### config.mk
export PLATFORM = sky130hd
export DESIGN_NAME = peer_wire_stream_deframer
export DESIGN_NICKNAME = d
export VERILOG_FILES = /design/src/rtl/pwsd_pkg.sv /design/src/rtl/peer_wire_stream_deframer.sv /design/src/rtl/pwsd_in_stage.sv /design/src/rtl/pwsd_parser.sv /design/src/rtl/pwsd_out_stage.sv
export VERILOG_INCLUDE_DIRS = /design/src /design/src/rtl
export SDC_FILE = /design/constraint.sdc
export NUM_CORES = 1
export LEC_CHECK = 0
export ABC_AREA = 1
export BUFFER_PORTS_ARGS = -buffer_cell sky130_fd_sc_hd__buf_2
export CORE_MARGIN = 10
export CORE_UTILIZATION = 31
export CTS_CLUSTER_SIZE = 24
export DETAILED_ROUTE_END_ITERATION = 6
export PLACE_DENSITY = 0.56
export SYNTH_ARGS = -nofsm -noshare
export SYNTH_HDL_FRONTEND = slang
export SYNTH_SLANG_ARGS = --single-unit
export TNS_END_PERCENT = 30
### constraint.sdc
create_clock -name clk_i -period 5.73 [get_ports clk_i]
set_input_delay 0 -clock clk_i [delete_from_list [all_inputs] [get_ports clk_i]]
set_output_delay 0 -clock clk_i [all_outputs]
set_load 0.02 [all_outputs]
### src/rtl/peer_wire_stream_deframer_macros.svh
// Assertion macros shared by the deframer RTL.
`ifndef PEER_WIRE_STREAM_DEFRAMER_MACROS_SVH
`define PEER_WIRE_STREAM_DEFRAMER_MACROS_SVH

`ifndef SYNTHESIS
// Antecedent implies consequent in the same cycle.
`define PWSD_ASSERT_IMP(label, ante, cons, msg) \
  label: assert property (@(posedge clk_i) disable iff (!rst_ni) (ante) |-> (cons)) \
    else $error(msg);
// Antecedent implies consequent in the next cycle.
`define PWSD_ASSERT_NXT(label, ante, cons, msg) \
  label: assert property (@(posedge clk_i) disable iff (!rst_ni) (ante) |=> (cons)) \
    else $error(msg);
`else
`define PWSD_ASSERT_IMP(label, ante, cons, msg)
`define PWSD_ASSERT_NXT(label, ante, cons, msg)
`endif

`endif

### src/rtl/pwsd_pkg.sv
package pwsd_pkg;

  // Handshake layout
  localparam int HS_BYTES      = 68;
  localparam int PEER_ID_BYTES = 20;
  localparam int PEER_ID_FIRST = 48;
  localparam int NAME_FIRST    = 1;
  localparam int NAME_LEN      = 19;

  // Protocol name, first character in the top byte
  localparam logic [8*NAME_LEN-1:0] PROTO_NAME = "BitTorrent protocol";

  // Reset value of the extended message id register
  localparam logic [7:0] EXT_MSG_ID_RESET = 8'd20;

  // Result kinds as carried on tuser
  typedef enum logic [2:0] {
    KIND_PEER_ID   = 3'd0,
    KIND_EXT_HDR   = 3'd1,
    KIND_EXT_DATA  = 3'd2,
    KIND_SIZE_ERR  = 3'd3,
    KIND_MISMATCH  = 3'd4,
    KIND_DROPPED   = 3'd5
  } kind_e;

  // One result beat between the parser and the output register
  typedef struct packed {
    logic       valid;
    kind_e      kind;
    logic [7:0] data;
    logic [7:0] ext_id;
    logic       last;
  } pwsd_result_t;

  // Expected protocol name character at position idx (0 .. NAME_LEN-1)
  function automatic logic [7:0] proto_char(input logic [4:0] idx);
    logic [7:0] ch;
    ch = PROTO_NAME[8*(NAME_LEN-1-int'(idx)) +: 8];
    return ch;
  endfunction

endpackage

### src/rtl/peer_wire_stream_deframer.sv
// Peer wire stream deframer.
// The slave stream carries the received connection bytes, one byte a beat.
// The first 68 bytes are the handshake: bytes 1 to 19 are checked against
// the protocol name, bytes 48 to 67 leave as peer id beats (tlast on the
// final one). A name mismatch gives one report beat, after which every
// byte is swallowed until reset. Then length-prefixed frames follow:
// extended frames leave as a header beat and payload beats, tlast on the
// final beat, or as one size error beat at length 1; other frames and
// keep-alives give one drop beat. The configuration channel writes the
// extended message id (reset 20); write it only while no byte is in flight.
// A result leaves through the input register and then the result register.
// Throughput: one byte per cycle while the master side takes results, set
// by the single parser step between the two registers.
// After reset the block waits for the handshake with empty registers.
// When the master side stalls, the result is held and one more byte is
// taken into the input register, then tready drops until the result goes.
`include "peer_wire_stream_deframer_macros.svh"
module peer_wire_stream_deframer
  import pwsd_pkg::*;
(
  input  logic        clk_i,
  input  logic        rst_ni,
  input  logic        cfg_valid_i,
  output logic        cfg_ready_o,
  input  logic [7:0]  cfg_data_i,      // extended_msg_id
  input  logic        s_axis_tvalid,
  output logic        s_axis_tready,
  input  logic [7:0]  s_axis_tdata,    // [7:0] data_byte
  output logic        m_axis_tvalid,
  input  logic        m_axis_tready,
  output logic [15:0] m_axis_tdata,    // [7:0] data, [15:8] ext_id
  output logic [2:0]  m_axis_tuser,    // [2:0] kind
  output logic        m_axis_tlast     // last
);

  logic         in_valid;
  logic [7:0]   in_data;
  logic         out_free;
  logic         advance;
  pwsd_result_t res;

  assign cfg_ready_o = 1'b1;

  // Consume the held byte when the result register can take its outcome
  assign advance = in_valid && out_free;

  pwsd_in_stage u_in_stage (
    .clk_i      (clk_i),
    .rst_ni     (rst_ni),
    .s_tvalid_i (s_axis_tvalid),
    .s_tdata_i  (s_axis_tdata),
    .s_tready_o (s_axis_tready),
    .take_i     (advance),
    .valid_o    (in_valid),
    .data_o     (in_data)
  );

  pwsd_parser u_parser (
    .clk_i       (clk_i),
    .rst_ni      (rst_ni),
    .cfg_valid_i (cfg_valid_i),
    .cfg_data_i  (cfg_data_i),
    .advance_i   (advance),
    .byte_i      (in_data),
    .res_o       (res)
  );

  pwsd_out_stage u_out_stage (
    .clk_i      (clk_i),
    .rst_ni     (rst_ni),
    .load_i     (advance),
    .res_i      (res),
    .free_o     (out_free),
    .m_tvalid_o (m_axis_tvalid),
    .m_tready_i (m_axis_tready),
    .m_tdata_o  (m_axis_tdata),
    .m_tuser_o  (m_axis_tuser),
    .m_tlast_o  (m_axis_tlast)
  );

  // Nothing follows a delivered handshake mismatch report
  `PWSD_ASSERT_NXT(a_dead_after_mismatch,
    m_axis_tvalid && m_axis_tready && (m_axis_tuser == KIND_MISMATCH),
    !m_axis_tvalid, "output after handshake mismatch")

  // The final peer id beat is not followed by another peer id beat
  `PWSD_ASSERT_NXT(a_peer_id_ends,
    m_axis_tvalid && m_axis_tready && m_axis_tlast && (m_axis_tuser == KIND_PEER_ID),
    !(m_axis_tvalid && (m_axis_tuser == KIND_PEER_ID)), "peer id after its last beat")

  // A stalled result leaves room for exactly one buffered byte
  `PWSD_ASSERT_IMP(a_stall_buffer,
    m_axis_tvalid && !m_axis_tready && in_valid,
    !s_axis_tready, "byte taken past a full input register")

endmodule

### src/rtl/pwsd_in_stage.sv
module pwsd_in_stage
  import pwsd_pkg::*;
(
  input  logic       clk_i,
  input  logic       rst_ni,
  input  logic       s_tvalid_i,
  input  logic [7:0] s_tdata_i,
  output logic       s_tready_o,
  input  logic       take_i,
  output logic       valid_o,
  output logic [7:0] data_o
);

  logic       valid_q, valid_d;
  logic [7:0] data_q, data_d;

  // Accept a new beat when empty or when the held one moves on this cycle
  assign s_tready_o = !valid_q || take_i;

  always_comb begin
    valid_d = valid_q;
    data_d  = data_q;
    if (s_tvalid_i && s_tready_o) begin
      valid_d = 1'b1;
      data_d  = s_tdata_i;
    end else if (take_i) begin
      valid_d = 1'b0;
    end
  end

  always_ff @(posedge clk_i or negedge rst_ni) begin
    if (!rst_ni) begin
      valid_q <= 1'b0;
    end else begin
      valid_q <= valid_d;
    end
  end

  always_ff @(posedge clk_i) begin
    data_q <= data_d;
  end

  assign valid_o = valid_q;
  assign data_o  = data_q;

endmodule

### src/rtl/pwsd_parser.sv
module pwsd_parser
  import pwsd_pkg::*;
(
  input  logic         clk_i,
  input  logic         rst_ni,
  input  logic         cfg_valid_i,
  input  logic [7:0]   cfg_data_i,
  input  logic         advance_i,
  input  logic [7:0]   byte_i,
  output pwsd_result_t res_o
);

  typedef enum logic [2:0] {
    PH_HANDSHAKE = 3'b001,
    PH_FRAMES    = 3'b010,
    PH_DEAD      = 3'b100
  } phase_e;

  typedef enum logic [7:0] {
    HDR_LEN0    = 8'b0000_0001,
    HDR_LEN1    = 8'b0000_0010,
    HDR_LEN2    = 8'b0000_0100,
    HDR_LEN3    = 8'b0000_1000,
    HDR_MSG_ID  = 8'b0001_0000,
    HDR_EXT_ID  = 8'b0010_0000,
    HDR_SKIP    = 8'b0100_0000,
    HDR_PAYLOAD = 8'b1000_0000
  } hdr_e;

  localparam logic [6:0] HS_LAST      = 7'(HS_BYTES - 1);
  localparam logic [6:0] NAME_LO      = 7'(NAME_FIRST);
  localparam logic [6:0] NAME_HI      = 7'(NAME_FIRST + NAME_LEN - 1);
  localparam logic [6:0] PEER_LO      = 7'(PEER_ID_FIRST);
  localparam logic [6:0] PEER_HI      = 7'(PEER_ID_FIRST + PEER_ID_BYTES - 1);

  phase_e      phase_q, phase_d;
  hdr_e        hdr_q, hdr_d;
  logic [6:0]  hs_cnt_q, hs_cnt_d;
  logic [31:0] len_q, len_d;
  logic [7:0]  ext_q, ext_d;
  logic [7:0]  ext_msg_id_q;

  logic        name_pos, peer_pos, hs_end;
  logic [4:0]  name_idx;
  logic [31:0] len_dec, len_new;
  logic        len_one;

  // Extended message id register; the user must write it only while idle, the block does not enforce it
  always_ff @(posedge clk_i or negedge rst_ni) begin
    if (!rst_ni) begin
      ext_msg_id_q <= EXT_MSG_ID_RESET;
    end else if (cfg_valid_i) begin
      ext_msg_id_q <= cfg_data_i;
    end
  end

  assign name_pos = (hs_cnt_q >= NAME_LO) && (hs_cnt_q <= NAME_HI);
  assign peer_pos = (hs_cnt_q >= PEER_LO) && (hs_cnt_q <= PEER_HI);
  assign hs_end   = (hs_cnt_q == HS_LAST);
  assign name_idx = 5'(hs_cnt_q - NAME_LO);
  assign len_dec  = len_q - 32'd1;
  assign len_new  = {len_q[23:0], byte_i};
  assign len_one  = (len_q == 32'd1);

  // Decode one byte against the current phase and frame position
  always_comb begin
    phase_d      = phase_q;
    hdr_d        = hdr_q;
    hs_cnt_d     = hs_cnt_q;
    len_d        = len_q;
    ext_d        = ext_q;
    res_o        = '0;
    res_o.kind   = KIND_PEER_ID;
    case (phase_q)
      PH_HANDSHAKE: begin
        if (name_pos && (byte_i != proto_char(name_idx))) begin
          res_o.valid = 1'b1;
          res_o.kind  = KIND_MISMATCH;
          phase_d     = PH_DEAD;
        end else begin
          if (peer_pos) begin
            res_o.valid = 1'b1;
            res_o.kind  = KIND_PEER_ID;
            res_o.data  = byte_i;
            res_o.last  = hs_end;
          end
          if (hs_end) begin
            phase_d  = PH_FRAMES;
            hs_cnt_d = '0;
            hdr_d    = HDR_LEN0;
            len_d    = '0;
          end else begin
            hs_cnt_d = hs_cnt_q + 7'd1;
          end
        end
      end
      PH_FRAMES: begin
        case (hdr_q)
          HDR_LEN0: begin
            len_d = len_new;
            hdr_d = HDR_LEN1;
          end
          HDR_LEN1: begin
            len_d = len_new;
            hdr_d = HDR_LEN2;
          end
          HDR_LEN2: begin
            len_d = len_new;
            hdr_d = HDR_LEN3;
          end
          HDR_LEN3: begin
            len_d = len_new;
            if (len_new == 32'd0) begin
              // keep-alive
              res_o.valid = 1'b1;
              res_o.kind  = KIND_DROPPED;
              hdr_d       = HDR_LEN0;
            end else begin
              hdr_d = HDR_MSG_ID;
            end
          end
          HDR_MSG_ID: begin
            len_d = len_dec;
            if (byte_i == ext_msg_id_q) begin
              if (len_one) begin
                res_o.valid = 1'b1;
                res_o.kind  = KIND_SIZE_ERR;
                hdr_d       = HDR_LEN0;
              end else begin
                hdr_d = HDR_EXT_ID;
              end
            end else begin
              res_o.valid = 1'b1;
              res_o.kind  = KIND_DROPPED;
              res_o.data  = byte_i;
              hdr_d       = len_one ? HDR_LEN0 : HDR_SKIP;
            end
          end
          HDR_EXT_ID: begin
            len_d        = len_dec;
            ext_d        = byte_i;
            res_o.valid  = 1'b1;
            res_o.kind   = KIND_EXT_HDR;
            res_o.data   = byte_i;
            res_o.ext_id = byte_i;
            res_o.last   = len_one;
            hdr_d        = len_one ? HDR_LEN0 : HDR_PAYLOAD;
          end
          HDR_SKIP: begin
            len_d = len_dec;
            if (len_one) begin
              hdr_d = HDR_LEN0;
            end
          end
          HDR_PAYLOAD: begin
            len_d        = len_dec;
            res_o.valid  = 1'b1;
            res_o.kind   = KIND_EXT_DATA;
            res_o.data   = byte_i;
            res_o.ext_id = ext_q;
            res_o.last   = len_one;
            if (len_one) begin
              hdr_d = HDR_LEN0;
            end
          end
          default: begin
            hdr_d = HDR_LEN0;
          end
        endcase
      end
      default: begin
        // dead: ignore every byte until reset
      end
    endcase
  end

  // Advance parser state once per consumed byte
  always_ff @(posedge clk_i or negedge rst_ni) begin
    if (!rst_ni) begin
      phase_q  <= PH_HANDSHAKE;
      hdr_q    <= HDR_LEN0;
      hs_cnt_q <= '0;
      len_q    <= '0;
      ext_q    <= '0;
    end else if (advance_i) begin
      phase_q  <= phase_d;
      hdr_q    <= hdr_d;
      hs_cnt_q <= hs_cnt_d;
      len_q    <= len_d;
      ext_q    <= ext_d;
    end
  end

endmodule

### src/rtl/pwsd_out_stage.sv
module pwsd_out_stage
  import pwsd_pkg::*;
(
  input  logic         clk_i,
  input  logic         rst_ni,
  input  logic         load_i,
  input  pwsd_result_t res_i,
  output logic         free_o,
  output logic         m_tvalid_o,
  input  logic         m_tready_i,
  output logic [15:0]  m_tdata_o,
  output logic [2:0]   m_tuser_o,
  output logic         m_tlast_o
);

  logic         valid_q, valid_d;
  pwsd_result_t res_q, res_d;

  // Room for a new result when empty or when the held beat leaves now
  assign free_o = !valid_q || m_tready_i;

  always_comb begin
    valid_d = valid_q;
    res_d   = res_q;
    if (load_i && res_i.valid) begin
      valid_d = 1'b1;
      res_d   = res_i;
    end else if (m_tready_i) begin
      valid_d = 1'b0;
    end
  end

  always_ff @(posedge clk_i or negedge rst_ni) begin
    if (!rst_ni) begin
      valid_q <= 1'b0;
    end else begin
      valid_q <= valid_d;
    end
  end

  always_ff @(posedge clk_i) begin
    res_q <= res_d;
  end

  assign m_tvalid_o = valid_q;
  assign m_tdata_o  = {res_q.ext_id, res_q.data};
  assign m_tuser_o  = res_q.kind;
  assign m_tlast_o  = res_q.last;

endmodule

==> results.md <==
* Capturing instance or port of the critical path: u_out_stage.m_tdata_o[7]
* Share of the synthesized area in compound gates (AO/OA/AOI/OAI) at 16.19%
* X dimension of the die at 158.8 um
* Instance count of the mapped netlist at 812
* Destination of the worst register-to-register timing path: u_out_stage.m_tdata_o[7]
* Cell mode on critical path: sky130_fd_sc_hd__nand2_1
* Slew headroom at 35.31%
* Maximum number of pins on one net before global-route repair at 69
* Cell chain of the critical path: inv_2 -> ha_1 -> inv_2 -> nand2_2 -> nand2_1 -> nor2_2 -> nand3_2 -> nand2_4 -> nand4_1 -> o21ai_1 -> nand2_1 -> nand2_1 -> nand2_1 -> nand2_1 -> nor2_1 -> nand3_2 -> nand3_1 -> nand2_1 -> nand2_1 -> inv_1
* Count of flip-flops with a built-in enable after synthesis at 28
* Fraction of final layout cells sized beyond drive strength 1 at 11.56%
* Arrival time worst endpoint at 3.73 ns
* Worst Max-Slew Pin Slew at 0.9615 ns
* H-tree lvl count at 3
* Number of sinks handled by clock tree synthesis at 96
* Count of vias placed by the detailed router at 5,509
* Growth of design area from synthesis to finish at 16.96%
* Number of buffers added for setup after CTS at 0
* CP bufs+invs at 3
* Number of placement rows at 50
* Sum of net half-perimeters after detailed placement at 11,380 um
* DRC violation count after routing at 0
* Final critical-path required period at 3.740 ns
* Total number of nets in the final design at 895
* # Max-Cap Violations at 0
* Largest family of logic cells by synthesized area: simple AND/OR/NAND/NOR gates
* Final clock skew at 0.009122 ns
* Max-slew violation total from the final report at 0
* Pre-CTS setup slack at 1.994 ns
* Routed length per placed instance at 14.12 um
* Reg-to-reg critical path startpoint: u_parser.hs_cnt_q[0]
* Commonest cells in the synthesized netlist: sky130_fd_sc_hd__nand2_1 (211), sky130_fd_sc_hd__inv_1 (88), sky130_fd_sc_hd__nor2_1 (85)
* Summed instance area of the synthesized netlist at 0.005974 mm2
* Post-synthesis adder-cell area fraction at 1.047%
* Drt via density at 4.858
* Wire length of the first global-routing pass at 27,460 um
* Starting DRT DRC Count at 388
* Post-synth ARST share at 70.83%
* Path type of the worst min-delay path: input port to flop
* Static leakage at 3.142 nW
* Beginning of the critical path: u_parser.hs_cnt_q[0]
* Iteration count of the initial detailed-routing pass at 5
* P per Cell Area at 200.8 mW/mm2
* Final setup fails at 0
* Largest area contributor in the netlist: sky130_fd_sc_hd__dfrtp_1
* CTS tree: built
* Critical Path Stages at 20
* Kind of end point of the critical path: flop
* Vias in the first global route at 5,310
* Clock-pin slew on the worst setup and hold paths at 0.08 ns
* Overall routed net length at 16,020 um
* Setup slack of the worst register-to-register path at 1.99 ns
* Final Worst Setup Slack at 1.990 ns
* Post-DRT Antenna Nets at 0
* Die height at 158.8 um
* Biggest area contributors in the synthesized netlist: sky130_fd_sc_hd__dfrtp_1 (27%), sky130_fd_sc_hd__edfxtp_1 (14%), sky130_fd_sc_hd__nand2_1 (13%)
* Main flop type after synthesis: sky130_fd_sc_hd__dfrtp_1
* RePlAce Congestion at 0.8750
* Delay of the slowest cell on the worst path at 0.57 ns
* Startpoint kind of the worst setup timing path: flop
* Category of the most critical setup path: flop to flop
* Grt ovf at 0
* VDD IR-drop max at 0.0001633 V
* Library cell with the highest instance count after synthesis: sky130_fd_sc_hd__nand2_1
* Run status: finished clean
* Unrepaired setup endpoints after global routing: no
* XOR/XNOR share of the synthesized area at 1.906%
* Number of buffer cells added on primary ports at 42
* Antenna violations before repair at 1
* Total track usage at 12.95%
* Hold violation count in the final report at 0
* Area of the core region at 0.01883 mm2
* Die Outline Area at 0.02523 mm2
* Mapped Avg Cell Area at 7.358 um2
* Bufs on Longest Clock Path at 2
* Unique masters post-synth at 46
* Cells on worst reg2reg path at 20
* CP Max Fanout at 20
* Multiplexer fraction of the synthesized cell area at 0%
* Later-pin clock latency in the skew report at 0.36 ns
* Initial core utilization at 31.73%
* Max Freq at 267.4 MHz
* Number of antenna diodes at 0
* Synth Register Bits at 96
* Area share of the largest cell type after synthesis at 26.81%
* TNS Setup at 0 ns
* Synth Area in Simple Gates at 30.05%
* Synthesized net count at 838
* Data required, critical path at 5.72 ns
* IO Pins at 44
* Critical path's top delay family: simple AND/OR/NAND/NOR gates
* Final worst path period share at 65.28%
* Yosys synthesis warning count at 0
* Sequential-to-total area share from yosys stat at 42.64%
* Clock buffers created by TritonCTS at 9
* Standard cell with the maximum stage delay on the critical path: sky130_fd_sc_hd__dfrtp_1
* Root buffer cell: sky130_fd_sc_hd__clkbuf_16
## layout make-up
class                   instances  area (um2)
inverters                      93       349.1
fillers                      1987       11840
clock inverters                 7       72.57
repair buffers                 74       520.5
flip-flops and latches         96        2547
clock buffers                   9       225.2
multi-input cells             595        2948
well taps                     260       325.3
## worst register-to-register path, cell delays in order (launching register included)
cell and delay (ns):
sky130_fd_sc_hd__dfrtp_1 0.57, sky130_fd_sc_hd__inv_2 0.15, sky130_fd_sc_hd__ha_1 0.41, sky130_fd_sc_hd__inv_2 0.10, sky130_fd_sc_hd__nand2_2 0.10, sky130_fd_sc_hd__nand2_1 0.07
sky130_fd_sc_hd__nor2_2 0.09, sky130_fd_sc_hd__nand3_2 0.12, sky130_fd_sc_hd__nand2_4 0.17, sky130_fd_sc_hd__nand4_1 0.12, sky130_fd_sc_hd__o21ai_1 0.26, sky130_fd_sc_hd__nand2_1 0.08
sky130_fd_sc_hd__nand2_1 0.06, sky130_fd_sc_hd__nand2_1 0.05, sky130_fd_sc_hd__nand2_1 0.06, sky130_fd_sc_hd__nor2_1 0.04, sky130_fd_sc_hd__nand3_2 0.08, sky130_fd_sc_hd__nand3_1 0.11
sky130_fd_sc_hd__nand2_1 0.10, sky130_fd_sc_hd__nand2_1 0.06, sky130_fd_sc_hd__inv_1 0.57
## cells by family after synthesis
| kind of cell | Yosys count |
|---|---|
| AND/OR/NAND/NOR | 413 |
| AO/OA/AOI/OAI | 163 |
| buffers and inverters | 121 |
| flip-flops | 96 |
| XOR/XNOR | 13 |
| adder cells (fa/ha/maj) | 5 |
| other | 1 |
## registers in the layout (all words and copies together) (netlist names)
name and flops:
u_out_stage.m_tvalid_o 1, u_parser.phase_q 3, u_out_stage.m_tuser_o 3, u_out_stage.m_tdata_o 16
u_parser.ext_q 8, u_parser.hs_cnt_q 7, u_in_stage.valid_o 1, u_parser.hdr_q 8
u_parser.len_q 32, u_in_stage.data_o 8, u_parser.ext_msg_id_q 8, u_out_stage.m_tlast_o 1
## report_power, final
part | internal (mW) | switching (mW) | leakage [nW] | total [mW]
Clock | 0.308 | 0.302 | 0.143 | 0.611
Combinational | 0.0274 | 0.0364 | 1.82 | 0.0638
Sequential | 0.714 | 0.0142 | 1.18 | 0.728
## worst min path at each step
stage / from / to / slack, ns / depth (start not counted)
detailed placement: s_axis_tdata[2] / u_in_stage.data_o[2] / 0.18 / 1
global placement: s_axis_tdata[5] / u_in_stage.data_o[5] / 0.18 / 1
finish: cfg_valid_i / u_parser.ext_msg_id_q[3] / 0.01 / 3
floorplan: rst_ni / u_in_stage.valid_o / -0.30 / 0
global route: cfg_valid_i / u_parser.ext_msg_id_q[6] / 0.03 / 2
CTS: cfg_valid_i / u_parser.ext_msg_id_q[3] / 0.01 / 3
## layout by cell type (no fill, tap or decap), types with 4 or more instances in the layout
cell type,n
sky130_fd_sc_hd__dfstp_2,4
sky130_fd_sc_hd__nor3_1,14
sky130_fd_sc_hd__edfxtp_1,28
sky130_fd_sc_hd__nand2_2,7
sky130_fd_sc_hd__dlygate4sd3_1,28
sky130_fd_sc_hd__inv_2,4
sky130_fd_sc_hd__o21ai_1,4
sky130_fd_sc_hd__nand2_1,211
sky130_fd_sc_hd__dfrtp_1,64
sky130_fd_sc_hd__nand3_1,55
sky130_fd_sc_hd__nor4_1,11
sky130_fd_sc_hd__nor2_1,85
sky130_fd_sc_hd__buf_2,42
sky130_fd_sc_hd__buf_4,4
sky130_fd_sc_hd__o22ai_1,7
sky130_fd_sc_hd__o31ai_1,8
sky130_fd_sc_hd__a21oi_1,17
sky130_fd_sc_hd__a31oi_1,7
sky130_fd_sc_hd__clkbuf_16,9
sky130_fd_sc_hd__ha_1,5
sky130_fd_sc_hd__inv_1,88
sky130_fd_sc_hd__o21ai_2,8
sky130_fd_sc_hd__o21ai_0,82
sky130_fd_sc_hd__nand4_1,13
sky130_fd_sc_hd__xor2_1,10
sky130_fd_sc_hd__o211ai_1,20
## metrics by stage
step	hold slack [ns]	util, %	instance area [um2]	instances	power (mW)
3_3_place_gp	0.1775	34.04	6410	1090	0.7912
3_5_place_dp	0.1781	34.04	6410	1090	0.7915
4_1_cts	0.009567	37.11	6988	1134	1.417
6_report	0.009797	37.11	6988	1134	1.403
5_1_grt	0.03030	37.11	6988	1134	1.462
2_1_floorplan	-0.2956	-	5974	812	0.7593
## per-layer routing
| metal | wire, um | track usage, % | share of wire, % | up-vias |
|---|---|---|---|---|
| met5 | 14 | 0 | 0.087 | - |
| met4 | 217 | 3.401 | 1.4 | 2 |
| met3 | 791 | 3.460 | 4.9 | 19 |
| met2 | 7558 | 20.60 | 47 | 104 |
| met1 | 7433 | 16.96 | 46 | 2543 |
| li1 | - | - | - | 2841 |
## what timing repair did
action | CTS | global route
hold endpoints to repair | 82 | 0
hold buffers | 28 | 0
gates resized for setup | 0 | 0
No activity file was read; power rests on OpenSTA's default activity.
